<file path="src/design/det_pkg.sv">
// ----------------------------------------------------------------------------
// det_pkg
// shared types and constants of the directory entry table: operation kinds,
// status codes, controller states and the command/status bundles
// ----------------------------------------------------------------------------
`default_nettype none

package det_pkg;

   localparam int KIND_W   = 3;
   localparam int STATUS_W = 2;
   localparam int INODE_W  = 16;
   localparam int NAME_W   = 64;
   localparam int INDEX_W  = 4;

   typedef enum logic [KIND_W-1:0] {
      KIND_CLEAR  = 3'd0,
      KIND_APPEND = 3'd1,
      KIND_NEXT   = 3'd2,
      KIND_REWIND = 3'd3,
      KIND_LOOKUP = 3'd4,
      KIND_REMOVE = 3'd5,
      KIND_READ   = 3'd6
   } kind_type;

   typedef enum logic [STATUS_W-1:0] {
      STATUS_OK       = 2'd0,
      STATUS_FULL     = 2'd1,
      STATUS_END      = 2'd2,
      STATUS_INACTIVE = 2'd3
   } status_type;

   typedef enum logic [2:0] {
      ST_IDLE,
      ST_DECODE,
      ST_FETCH,
      ST_CAPTURE,
      ST_SCAN,
      ST_SHIFT,
      ST_FINISH
   } state_type;

   typedef enum logic [1:0] {
      CNT_HOLD,
      CNT_ZERO,
      CNT_INC,
      CNT_DEC
   } cnt_op_type;

   typedef enum logic [1:0] {
      ITER_HOLD,
      ITER_ZERO,
      ITER_INC
   } iter_op_type;

   typedef enum logic [2:0] {
      PTR_WALK,
      PTR_ZERO,
      PTR_ITER,
      PTR_IDX,
      PTR_IDX_NEXT
   } ptr_op_type;

   typedef enum logic [1:0] {
      RES_HOLD,
      RES_STATUS,
      RES_ENTRY
   } res_op_type;

   // controller to datapath
   typedef struct packed {
      logic        accept;
      cnt_op_type  cnt_op;
      iter_op_type iter_op;
      ptr_op_type  ptr_op;
      logic        walk;
      logic        append_wr;
      logic        shift_wr;
      res_op_type  res_op;
      status_type  res_status;
      logic        out_load;
   } cmd_type;

   // datapath to controller
   typedef struct packed {
      kind_type kind;
      logic     full;
      logic     iter_end;
      logic     idx_bad;
      logic     idx_inactive;
      logic     hit;
      logic     walk_done;
      logic     out_free;
   } stat_type;

endpackage

`default_nettype wire

</file>
<file path="src/design/directory_entry_table.sv">
// ----------------------------------------------------------------------------
// directory_entry_table
// packed table of directory entries (inode number and fixed-length name)
// with append, iterate, name lookup, compacting remove and indexed read
// ----------------------------------------------------------------------------
//
//   channel   direction  handshake              payload
//   req_      in         req_valid/req_ready    kind, inode_in, name_in, index_in
//   rsp_      out        rsp_valid/rsp_ready    status, index_out, inode_out,
//                                               name_out, valid_out
//
// one beat in gives one beat out; a new request is taken once the previous
// one has its result in the output register, even if that result still waits
// clear, append, rewind, next at end and rejected ops go decode, finish;
// next and read go decode, fetch, capture, finish; lookup and remove walk
// the entry memory one read per cycle in scan or shift: a lookup stops at
// the first hit or past the last entry, remove moves each entry above the
// index down by one slot through the single read port
// reset empties the table and the iterator at once, no clearing pass
// a stalled rsp_ready holds the finished result and keeps back the result, not the acceptance, of the next request
// ----------------------------------------------------------------------------
`default_nettype none

module directory_entry_table
   import det_pkg::*;
#(
   parameter int TABLE_ENTRIES = 16,
   parameter int NAME_BYTES    = 8
) (
   input  wire logic                clock,
   input  wire logic                reset,
   input  wire logic                req_valid,
   output logic                     req_ready,
   input  wire logic [KIND_W-1:0]   req_kind,
   input  wire logic [INODE_W-1:0]  req_inode_in,
   input  wire logic [NAME_W-1:0]   req_name_in,
   input  wire logic [INDEX_W-1:0]  req_index_in,
   output logic                     rsp_valid,
   input  wire logic                rsp_ready,
   output logic [STATUS_W-1:0]      rsp_status,
   output logic [INDEX_W-1:0]       rsp_index_out,
   output logic [INODE_W-1:0]       rsp_inode_out,
   output logic [NAME_W-1:0]        rsp_name_out,
   output logic                     rsp_valid_out
);

   // commands from the sequencer, flags back from the datapath
   cmd_type  cmd;
   stat_type stat;

   // sequencer: decodes the latched op, runs the lookup scan and the
   // compacting shift, and hands the result to the output register
   det_ctrl u_ctrl (
      .clock     (clock),
      .reset     (reset),
      .stat      (stat),
      .cmd       (cmd),
      .req_valid (req_valid),
      .req_ready (req_ready)
   );

   // datapath: entry memory, count, iterator, walk pointer and result regs
   // live entries always sit in slots 0 .. count-1, so the count stands in
   // for the per-entry valid marks
   det_dpath #(
      .TABLE_ENTRIES (TABLE_ENTRIES),
      .NAME_BYTES    (NAME_BYTES)
   ) u_dpath (
      .clock         (clock),
      .reset         (reset),
      .cmd           (cmd),
      .stat          (stat),
      .req_kind      (req_kind),
      .req_inode_in  (req_inode_in),
      .req_name_in   (req_name_in),
      .req_index_in  (req_index_in),
      .rsp_valid     (rsp_valid),
      .rsp_ready     (rsp_ready),
      .rsp_status    (rsp_status),
      .rsp_index_out (rsp_index_out),
      .rsp_inode_out (rsp_inode_out),
      .rsp_name_out  (rsp_name_out),
      .rsp_valid_out (rsp_valid_out)
   );

   // one request at a time: the cycle after an accept takes nothing new
   a_one_in_flight: assert property (@(posedge clock) disable iff (reset)
      (req_valid && req_ready) |=> !req_ready)
      else $error("request accepted while another is in progress");

   // append never grows a full table
   a_no_overfill: assert property (@(posedge clock) disable iff (reset)
      (cmd.cnt_op == CNT_INC) |-> !stat.full)
      else $error("entry count grown past table size");

   // result only moves into a free output register
   a_out_free: assert property (@(posedge clock) disable iff (reset)
      cmd.out_load |-> (!rsp_valid || rsp_ready))
      else $error("pending result overwritten");

   // the single write port is never claimed by append and shift together
   a_one_writer: assert property (@(posedge clock) disable iff (reset)
      cmd.append_wr |-> !cmd.shift_wr)
      else $error("append and shift write in the same cycle");

endmodule

`default_nettype wire

</file>
<file path="src/design/det_dpath.sv">
// ----------------------------------------------------------------------------
// det_dpath
// entry memory, count and iterator registers, walk pointer, result and
// output registers of the directory entry table
// ----------------------------------------------------------------------------
`default_nettype none

module det_dpath
   import det_pkg::*;
#(
   parameter int TABLE_ENTRIES = 16,
   parameter int NAME_BYTES    = 8
) (
   input  wire logic                clock,
   input  wire logic                reset,
   input  wire cmd_type             cmd,
   output stat_type                 stat,
   input  wire logic [KIND_W-1:0]   req_kind,
   input  wire logic [INODE_W-1:0]  req_inode_in,
   input  wire logic [NAME_W-1:0]   req_name_in,
   input  wire logic [INDEX_W-1:0]  req_index_in,
   output logic                     rsp_valid,
   input  wire logic                rsp_ready,
   output logic [STATUS_W-1:0]      rsp_status,
   output logic [INDEX_W-1:0]       rsp_index_out,
   output logic [INODE_W-1:0]       rsp_inode_out,
   output logic [NAME_W-1:0]        rsp_name_out,
   output logic                     rsp_valid_out
);

   localparam int CNT_W    = $clog2(TABLE_ENTRIES + 1);
   localparam int ADDR_W   = $clog2(TABLE_ENTRIES);
   localparam int CMP_W    = (CNT_W > INDEX_W) ? CNT_W : INDEX_W;
   localparam int STNAME_W = 8 * NAME_BYTES;
   localparam int ROW_W    = INODE_W + STNAME_W;

   // latched operation
   kind_type              op_kind_ff;
   logic [INODE_W-1:0]    op_inode_ff;
   logic [STNAME_W-1:0]   op_name_ff;
   logic [INDEX_W-1:0]    op_index_ff;

   logic [CNT_W-1:0]      count_ff, count_in;
   logic [CNT_W-1:0]      iter_ff, iter_in;
   logic [CNT_W-1:0]      ptr_ff, ptr_in;
   logic [CNT_W-1:0]      chk_ptr_ff;
   logic                  chk_valid_ff, chk_valid_in;

   logic [ROW_W-1:0]      mem [TABLE_ENTRIES];
   logic [ROW_W-1:0]      rd_ff;
   logic                  mem_we;
   logic [ADDR_W-1:0]     wr_addr;
   logic [ROW_W-1:0]      wr_row;
   logic [CNT_W-1:0]      shift_dst;

   status_type            res_status_ff;
   logic [INDEX_W-1:0]    res_index_ff;
   logic [INODE_W-1:0]    res_inode_ff;
   logic [NAME_W-1:0]     res_name_ff;
   logic                  res_valid_ff;

   logic                  rsp_valid_ff, rsp_valid_in;
   status_type            rsp_status_ff;
   logic [INDEX_W-1:0]    rsp_index_ff;
   logic [INODE_W-1:0]    rsp_inode_ff;
   logic [NAME_W-1:0]     rsp_name_ff;
   logic                  rsp_valid_out_ff;

   logic [CMP_W-1:0]      idx_wide;
   logic                  issue;
   logic [INODE_W-1:0]    rd_inode;
   logic [STNAME_W-1:0]   rd_name;

   assign idx_wide = CMP_W'(op_index_ff);
   assign issue    = ptr_ff < count_ff;
   assign rd_inode = rd_ff[ROW_W-1 -: INODE_W];
   assign rd_name  = rd_ff[STNAME_W-1:0];

   always_comb begin
      stat.kind         = op_kind_ff;
      stat.full         = count_ff == CNT_W'(TABLE_ENTRIES);
      stat.iter_end     = iter_ff >= count_ff;
      stat.idx_bad      = idx_wide >= CMP_W'(TABLE_ENTRIES);
      stat.idx_inactive = idx_wide >= CMP_W'(count_ff);
      stat.hit          = chk_valid_ff && (rd_name == op_name_ff);
      stat.walk_done    = !issue && !chk_valid_ff;
      stat.out_free     = !rsp_valid_ff || rsp_ready;
   end

   always_ff @(posedge clock) begin
      if (cmd.accept) begin
         op_kind_ff  <= kind_type'(req_kind);
         op_inode_ff <= req_inode_in;
         op_name_ff  <= req_name_in[STNAME_W-1:0];
         op_index_ff <= req_index_in;
      end
   end

   // counters and walk pointer
   always_comb begin
      case (cmd.cnt_op)
         CNT_ZERO: count_in = '0;
         CNT_INC:  count_in = count_ff + CNT_W'(1);
         CNT_DEC:  count_in = count_ff - CNT_W'(1);
         default:  count_in = count_ff;
      endcase
      case (cmd.iter_op)
         ITER_ZERO: iter_in = '0;
         ITER_INC:  iter_in = iter_ff + CNT_W'(1);
         default:   iter_in = iter_ff;
      endcase
      case (cmd.ptr_op)
         PTR_ZERO:     ptr_in = '0;
         PTR_ITER:     ptr_in = iter_ff;
         PTR_IDX:      ptr_in = CNT_W'(idx_wide);
         PTR_IDX_NEXT: ptr_in = CNT_W'(idx_wide) + CNT_W'(1);
         default: begin
            if (cmd.walk && issue) begin
               ptr_in = ptr_ff + CNT_W'(1);
            end else begin
               ptr_in = ptr_ff;
            end
         end
      endcase
      chk_valid_in = cmd.walk && issue;
   end

   always_ff @(posedge clock) begin
      if (reset) begin
         count_ff     <= '0;
         iter_ff      <= '0;
         ptr_ff       <= '0;
         chk_valid_ff <= 1'b0;
      end else begin
         count_ff     <= count_in;
         iter_ff      <= iter_in;
         ptr_ff       <= ptr_in;
         chk_valid_ff <= chk_valid_in;
      end
   end

   always_ff @(posedge clock) begin
      if (cmd.walk) begin
         chk_ptr_ff <= ptr_ff;
      end
   end

   // entry memory: one write, one registered read per cycle
   assign shift_dst = chk_ptr_ff - CNT_W'(1);
   assign mem_we    = cmd.append_wr || (cmd.shift_wr && chk_valid_ff);
   assign wr_addr   = cmd.append_wr ? count_ff[ADDR_W-1:0] : shift_dst[ADDR_W-1:0];
   assign wr_row    = cmd.append_wr ? {op_inode_ff, op_name_ff} : rd_ff;

   always_ff @(posedge clock) begin
      if (mem_we) begin
         mem[wr_addr] <= wr_row;
      end
      rd_ff <= mem[ptr_ff[ADDR_W-1:0]];
   end

   // result staging
   always_ff @(posedge clock) begin
      case (cmd.res_op)
         RES_STATUS: begin
            res_status_ff <= cmd.res_status;
            res_index_ff  <= '0;
            res_inode_ff  <= '0;
            res_name_ff   <= '0;
            res_valid_ff  <= 1'b0;
         end
         RES_ENTRY: begin
            res_status_ff <= chk_valid_ff ? STATUS_OK : STATUS_INACTIVE;
            res_index_ff  <= INDEX_W'(chk_ptr_ff);
            res_inode_ff  <= rd_inode;
            res_name_ff   <= NAME_W'(rd_name);
            res_valid_ff  <= chk_valid_ff;
         end
         default: begin
         end
      endcase
   end

   // output register
   assign rsp_valid_in = cmd.out_load || (rsp_valid_ff && !rsp_ready);

   always_ff @(posedge clock) begin
      if (reset) begin
         rsp_valid_ff <= 1'b0;
      end else begin
         rsp_valid_ff <= rsp_valid_in;
      end
   end

   always_ff @(posedge clock) begin
      if (cmd.out_load) begin
         rsp_status_ff    <= res_status_ff;
         rsp_index_ff     <= res_index_ff;
         rsp_inode_ff     <= res_inode_ff;
         rsp_name_ff      <= res_name_ff;
         rsp_valid_out_ff <= res_valid_ff;
      end
   end

   assign rsp_valid     = rsp_valid_ff;
   assign rsp_status    = rsp_status_ff;
   assign rsp_index_out = rsp_index_ff;
   assign rsp_inode_out = rsp_inode_ff;
   assign rsp_name_out  = rsp_name_ff;
   assign rsp_valid_out = rsp_valid_out_ff;

endmodule

`default_nettype wire

</file>
<file path="src/design/det_ctrl.sv">
// ----------------------------------------------------------------------------
// det_ctrl
// operation sequencer of the directory entry table
// ----------------------------------------------------------------------------
`default_nettype none

module det_ctrl
   import det_pkg::*;
(
   input  wire logic     clock,
   input  wire logic     reset,
   input  wire stat_type stat,
   output cmd_type       cmd,
   input  wire logic     req_valid,
   output logic          req_ready
);

   state_type state_ff, state_in;

   always_ff @(posedge clock) begin
      if (reset) begin
         state_ff <= ST_IDLE;
      end else begin
         state_ff <= state_in;
      end
   end

   always_comb begin
      state_in       = state_ff;
      req_ready      = 1'b0;
      cmd.accept     = 1'b0;
      cmd.cnt_op     = CNT_HOLD;
      cmd.iter_op    = ITER_HOLD;
      cmd.ptr_op     = PTR_WALK;
      cmd.walk       = 1'b0;
      cmd.append_wr  = 1'b0;
      cmd.shift_wr   = 1'b0;
      cmd.res_op     = RES_HOLD;
      cmd.res_status = STATUS_OK;
      cmd.out_load   = 1'b0;
      case (state_ff)
         ST_IDLE: begin
            req_ready = 1'b1;
            if (req_valid) begin
               cmd.accept = 1'b1;
               state_in   = ST_DECODE;
            end
         end
         ST_DECODE: begin
            state_in   = ST_FINISH;
            cmd.res_op = RES_STATUS;
            case (stat.kind)
               KIND_CLEAR: begin
                  cmd.cnt_op  = CNT_ZERO;
                  cmd.iter_op = ITER_ZERO;
               end
               KIND_APPEND: begin
                  if (stat.full) begin
                     cmd.res_status = STATUS_FULL;
                  end else begin
                     cmd.append_wr = 1'b1;
                     cmd.cnt_op    = CNT_INC;
                  end
               end
               KIND_NEXT: begin
                  if (stat.iter_end) begin
                     cmd.iter_op    = ITER_ZERO;
                     cmd.res_status = STATUS_END;
                  end else begin
                     cmd.iter_op = ITER_INC;
                     cmd.ptr_op  = PTR_ITER;
                     cmd.res_op  = RES_HOLD;
                     state_in    = ST_FETCH;
                  end
               end
               KIND_REWIND: begin
                  cmd.iter_op = ITER_ZERO;
               end
               KIND_LOOKUP: begin
                  cmd.iter_op = ITER_ZERO;
                  cmd.ptr_op  = PTR_ZERO;
                  cmd.res_op  = RES_HOLD;
                  state_in    = ST_SCAN;
               end
               KIND_REMOVE: begin
                  if (stat.idx_inactive) begin
                     cmd.res_status = STATUS_INACTIVE;
                  end else begin
                     cmd.ptr_op = PTR_IDX_NEXT;
                     cmd.res_op = RES_HOLD;
                     state_in   = ST_SHIFT;
                  end
               end
               KIND_READ: begin
                  if (stat.idx_bad) begin
                     cmd.res_status = STATUS_INACTIVE;
                  end else begin
                     cmd.ptr_op = PTR_IDX;
                     cmd.res_op = RES_HOLD;
                     state_in   = ST_FETCH;
                  end
               end
               default: begin
               end
            endcase
         end
         ST_FETCH: begin
            cmd.walk = 1'b1;
            state_in = ST_CAPTURE;
         end
         ST_CAPTURE: begin
            cmd.res_op = RES_ENTRY;
            state_in   = ST_FINISH;
         end
         ST_SCAN: begin
            cmd.walk = 1'b1;
            if (stat.hit) begin
               cmd.res_op = RES_ENTRY;
               state_in   = ST_FINISH;
            end else if (stat.walk_done) begin
               cmd.res_op     = RES_STATUS;
               cmd.res_status = STATUS_END;
               state_in       = ST_FINISH;
            end
         end
         ST_SHIFT: begin
            cmd.walk     = 1'b1;
            cmd.shift_wr = 1'b1;
            if (stat.walk_done) begin
               cmd.cnt_op = CNT_DEC;
               cmd.res_op = RES_STATUS;
               state_in   = ST_FINISH;
            end
         end
         ST_FINISH: begin
            if (stat.out_free) begin
               cmd.out_load = 1'b1;
               state_in     = ST_IDLE;
            end
         end
         default: begin
            state_in = ST_IDLE;
         end
      endcase
   end

endmodule

`default_nettype wire
</file>
<file path="config.mk">
export PLATFORM = sky130hd
export DESIGN_NAME = directory_entry_table
export DESIGN_NICKNAME = d
export VERILOG_FILES = /design/src/design/det_pkg.sv /design/src/design/directory_entry_table.sv /design/src/design/det_dpath.sv /design/src/design/det_ctrl.sv
export SDC_FILE = /design/constraint.sdc
export NUM_CORES = 1
export LEC_CHECK = 0
export BUFFER_PORTS_ARGS = -buffer_cell sky130_fd_sc_hd__buf_2
export CAP_MARGIN = 0
export CORE_MARGIN = 1.5
export CORE_UTILIZATION = 65
export CTS_BUF_LIST = sky130_fd_sc_hd__clkbuf_8 sky130_fd_sc_hd__clkbuf_16
export DETAILED_ROUTE_END_ITERATION = 6
export PLACE_DENSITY_LB_ADDON = 0.1
export REMOVE_ABC_BUFFERS = 1
export SYNTH_ARGS = -nofsm -noshare
export SYNTH_HDL_FRONTEND = slang
export SYNTH_HIERARCHICAL = 1
export SYNTH_SLANG_ARGS = --single-unit
</file>
<file path="constraint.sdc">
create_clock -name clock -period 14.6 [get_ports clock]
set_clock_uncertainty 0.2 [all_clocks]
set_input_delay 0.73 -clock clock [delete_from_list [all_inputs] [get_ports clock]]
set_output_delay 0.73 -clock clock [all_outputs]
set_load 0.01 [all_outputs]
</file>
# Yosys cells after proc, flatten, opt, wreduce, memory -nomap -nowiden

Memories as Yosys holds them, arrays and structs flattened. A register that Yosys moved wholly into a read port is not among the register bits.
Index checks and enable logic that the tools add are counted.
W data, S select, Z words.

Memories kept: 1
Word-level logic and storage cells: 139
Input bits: 91
Register bits: 285
Output and inout port bits: 89
Memory bits (writable): 1280

Memory list:

| memory      | depth | width | read ports | clocked after Yosys merged registers in | wr ports | RTL line        | RTL |
|---|---|---|---|---|---|---|---|
| u_dpath.mem | 16    | 80    | 1          | 1                                       | 1        | det_dpath.sv:49 | `logic [ROW_W-1:0] mem [TABLE_ENTRIES];` |

Order comparisons: 4
Reductions and logical operators: 21
$add $sub $neg: 6
Eq/ne operators: 27
Multiplexer cells: 59

Operators by type and width:

| operator              | count |
|---|---|
| $pmux W64 S2          | 1 |
| $mux W80              | 1 |
| $eq A64 B64 Y1        | 1 |
| $pmux W16 S2          | 1 |
| $mux W2               | 12 |
| $mux W3               | 8 |
| $pmux W2 S4           | 3 |
| $pmux W3 S4           | 2 |
| $eq A3 B3 Y1 const B  | 7 |
| $pmux W3 S7           | 1 |
| $pmux W2 S2           | 5 |
| $pmux W5 S4           | 1 |
| $eq A3 B2 Y1 const B  | 6 |
| $mux W1               | 17 |
| $add A5 B1 Y5 const B | 3 |
| $pmux W5 S3           | 1 |
| $mux W5               | 2 |
| $pmux W5 S2           | 1 |
| $eq A3 B1 Y1 const B  | 3 |
| $eq A2 B2 Y1 const B  | 4 |
| $pmux W4 S2           | 1 |
| $eq A2 B1 Y1 const B  | 3 |
| $logic_not A3 Y1      | 2 |
| $reduce_or A3 Y1      | 2 |
| other kinds (18)      | 29 |

# Logic depth before layout (Yosys ltp)

Word-level depth: 8
Gate-level depth with buffers: 20
Mapped depth without buffers: 19

# Hierarchy

The synthesis kept the hierarchy.

Modules (own cells, without submodules):

| module    | times used | cells each | sequential area each (µm²) | area each (µm²) |
|---|---|---|---|---|
| det_dpath | 1          | 2634       | 48336.4                    | 61396.4 |
| det_ctrl  | 1          | 78         | 60.1                       | 531.8 |

# Least setup slack after synthesis

OpenSTA, ideal clock, no wires.

Kind: register to register
From: register u_dpath.op_kind_ff[1]
To: memory u_dpath/mem[13][0] (netlist bit) (enable)
Cell stages (with the launch flop): 9
Path buffers: 2
Arrival: 5324 ps
Library setup time: 519 ps
Clock period less this slack: 6043 ps
Setup slack: 8557 ps
Data required time: 13881 ps
Cells stage by stage: edfxtp_1 > inv_1 > ha_1 > nor4b_2 > clkbuf_1 > clkbuf_1 > mux2i_1 > nand2_1 > nor2_1

RTL lines:

| item                   | RTL line        | RTL |
|---|---|---|
| start, declared        | det_dpath.sv:38 | `kind_type op_kind_ff;` |
| start signal, assigned | det_dpath.sv:92 | `op_kind_ff <= kind_type'(req_kind);` |
| end, declared          | det_dpath.sv:49 |  |

==> results.json <==
{
  "status": "complete, no violations",
  "wl_per_cell_um": 30.7,
  "cts_tree": "yes",
  "worst_setup_path_start_kind": "flip-flop",
  "r2r_end": "u_dpath/res_index_ff[0]",
  "syn_area_per_cell_sq_um": 22.8,
  "start_util_pct": 65.4,
  "ys.flop_type": "edfxtp_1",
  "path_cells": "xnor2_1 -> nand4_1 -> nor4_1 -> nand4_1 -> nor4_1 -> nor2b_1 -> o22ai_1 -> inv_1 -> ha_4 -> inv_4 -> buf_4",
  "slew_viol_final": 0,
  "cts_root_buf": "clkbuf_16",
  "clk_latency_ps": 760,
  "grt_pass1_wl_um": 201000,
  "tns_ps": 0,
  "synth_warnings": 6,
  "numPortBuffers": 179,
  "critPathMaxFanout": 52,
  "hold-path-cell-count": 1,
  "vdd_ir_drop_max_mv": 0.124,
  "min_to": "u_dpath/op_name_ff[24]",
  "synth-seq-cells": 1645,
  "p_total_w": 0.0126,
  "ys_types": 61,
  "ant_nets": 0,
  "cts_setup_buffers": 0,
  "p_seq_share_pct": 50.8,
  "worst_ep_required_time_ps": 14770,
  "syn_to_final_growth_pct": 13.4,
  "ctsResizeCount": 0,
  "clkTransAtPathRegs_ps": 60,
  "use_met2_pct": 46.9,
  "viasPerCell": 6.51,
  "combPwrFrac_pct": 18.1,
  "hp-start": "req_name_in[24]",
  "crit_family": "simple AND/OR/NAND/NOR gates",
  "dieArea_sq_um": 97100,
  "rsz0062_at_grt": "no",
  "grt_pass1_vias": 30146,
  "cts_sinks": 1645,
  "synth-edff-count": 1545,
  "grt_max_degree": 139,
  "yosys-top-cells-count": "edfxtp_1, mux4_2, dfxtp_1",
  "io_pins": 180,
  "synth_top_area_cell": "edfxtp_1",
  "synth_top_family_by_area": "multiplexers",
  "yosysMostFrequentCell": "edfxtp_1",
  "busiest_layer": "met2",
  "p_int_w": 0.00923,
  "pwr-share-clk_pct": 31.1,
  "syn_inst": 2712,
  "critPathKind": "flip-flop to flip-flop",
  "fp.dieW_um": 312,
  "vias": 28988,
  "hold_class": "primary input to flip-flop",
  "r2r_setup_slack_ps": 9260,
  "setup_viol": 0,
  "use_met1_pct": 41.6,
  "synth_xor_area_share_pct": 0.834,
  "die_y_um": 312,
  "cp_slowest_cell": "nor4_1",
  "tightestPinTransition_ps": 1250,
  "first_iter_violations": 3475,
  "cts_buffer_depth": 3,
  "cts_made_buffers": 160,
  "overflow": 0,
  "rows": 113,
  "drc_errors": 0,
  "first_pass_iters": 7,
  "hold_viol_final": 0,
  "power_leakage_nw": 22.5,
  "routabilityCongestion": 0.825,
  "yosysTopAreaCellShare_pct": 74.9,
  "post-route-period-util_pct": 36.6,
  "antenna_found_initial": 2,
  "place_hpwl_um": 72800,
  "period_minus_slack_ps": 5340,
  "cellPowerDensity_nw_per_um2": 179,
  "max_stage_delay_ps": 670,
  "syn_area_sq_um": 61900,
  "switching_share_pct": 26.6,
  "synth_compound_area_share_pct": 1.08,
  "p_sw_w": 0.00334,
  "htree_levels": 4,
  "fmax_ghz": 0.187,
  "reg2regPathDepth": 11,
  "yosysSeqAreaShare_pct": 78.1,
  "async_flop_share_pct": 0,
  "relSlewSlack_pct": 16.4,
  "synth_fa_ha_area_share_pct": 0.537,
  "drive_above_1_share_pct": 29.8,
  "path_buf_inv": 3,
  "grt_use_met3_pct": 4.31,
  "nets": 3172,
  "r2r_start": "u_dpath/op_name_ff[22]",
  "coreArea_sq_um": 94700,
  "wirelength_um": 137000,
  "end_kind": "flip-flop",
  "synthTopCellsByArea": "edfxtp_1, mux4_2, dfxtp_1",
  "yosys-mux-area-fraction_pct": 16.1,
  "worstPathArrival_ps": 5510,
  "grt_usage_pct": 28.9,
  "maxCapViolations": 0,
  "synthSimpleGateAreaFrac_pct": 2.08
}
[cell families after synthesis]
group                      after synthesis
DFF                                   1645
muxes                                  485
and+or+nand+nor                        235
buffers and inverters                  161
AOI/OAI and AO/OA                      100
xor gates and xnor gates                59
adders and majority gates               26
other                                    1
[metal layers]
layer / vias to the layer above / wire (um)
met5: - / 0
met4: 0 / 3410
met3: 201 / 11300
met2: 1458 / 68600
met1: 15357 / 53600
li1: 11972 / -
[cell type report]
type,instances,area (sq um)
clock buffer,187,4430
antenna,1,2.50
multi-input combinational,906,12900
sequential,1645,48400
tap,1265,1580
inverter,41,161
fill,5199,24500
timing repair buffer,301,2050
clock inverter,109,652
[power by group through the flow]
stage                     logic [W]  registers, W  clock network [W]
final                       0.00227       0.00639            0.00391
after global routing        0.00243       0.00641            0.00415
after CTS                   0.00229       0.00638            0.00396
after detailed placement    0.00225       0.00647                  0
after global placement      0.00216       0.00646                  0
after floorplan             0.00195       0.00652                  0
[through the flow]
step	setup WS [ps]	util (%)	cell area, sq um	std cells	hold WS [ps]
finish	9260	74.1	70200	4455	32.4
global route	9040	74.1	70200	4454	1.95
CTS	9220	74.1	70200	4454	8.09
detailed placement	9240	67.9	64300	4076	205
global placement	9460	67.9	64300	4076	201
floorplan	-1920	-	61300	2592	200
[worst max path at each step]
stage / cells after the start / start / end
after CTS: 11 / u_dpath/op_name_ff[22] / u_dpath/res_index_ff[0]
after global routing: 11 / u_dpath/op_name_ff[22] / u_dpath/res_status_ff[1]
after global placement: 11 / u_dpath/op_name_ff[42] / u_dpath/res_name_ff[1]
after floorplan: 9 / u_dpath/ptr_ff[0] / u_dpath/res_index_ff[0]
after detailed placement: 11 / u_dpath/op_name_ff[22] / u_dpath/res_index_ff[1]
final: 11 / u_dpath/op_name_ff[22] / u_dpath/res_index_ff[0]
[flip-flops by register name (all words and copies together) (netlist names), 4 cells and up]
signal / flops
u_dpath/chk_ptr_ff: 4
u_dpath/count_ff: 5
u_dpath/iter_ff: 5
u_dpath/mem: 1280
u_dpath/op_index_ff: 4
u_dpath/op_inode_ff: 16
u_dpath/op_name_ff: 64
u_dpath/ptr_ff: 5
u_dpath/rd_ff: 80
u_dpath/res_index_ff: 4
u_dpath/res_inode_ff: 16
u_dpath/res_name_ff: 64
u_dpath/rsp_index_out: 4
u_dpath/rsp_inode_out: 16
u_dpath/rsp_name_out: 64
[cell usage in the layout, fill, tap and decap left out, types with 4 or more instances in the layout]
master / n
a211oi_1: 4
a21o_1: 11
a21oi_1: 19
a221oi_1: 5
a22oi_1: 6
a31oi_1: 5
and2_1: 86
buf_2: 179
buf_4: 37
bufinv_16: 4
clkbuf_16: 165
clkbuf_8: 22
clkinv_1: 15
clkinv_2: 20
dfxtp_1: 97
dlygate4sd3_1: 82
edfxtp_1: 1545
ha_1: 24
inv_1: 97
inv_6: 6
mux2_2: 75
mux2i_1: 10
mux4_2: 400
nand2_1: 33
nand2b_1: 4
nand3_1: 7
nand4_1: 11
nor2_1: 33
nor2_4: 16
nor2b_1: 8
nor3_1: 7
nor4_1: 8
o21ai_0: 16
o21ai_1: 5
o22ai_1: 8
xnor2_1: 33
xor2_1: 26
[repair_timing]
action | CTS | global route
hold buffers | 82 | 0
hold endpoints to repair | 82 | 0
setup endpoints to repair | 0 | 0
Power figures use the tool's default switching activity.
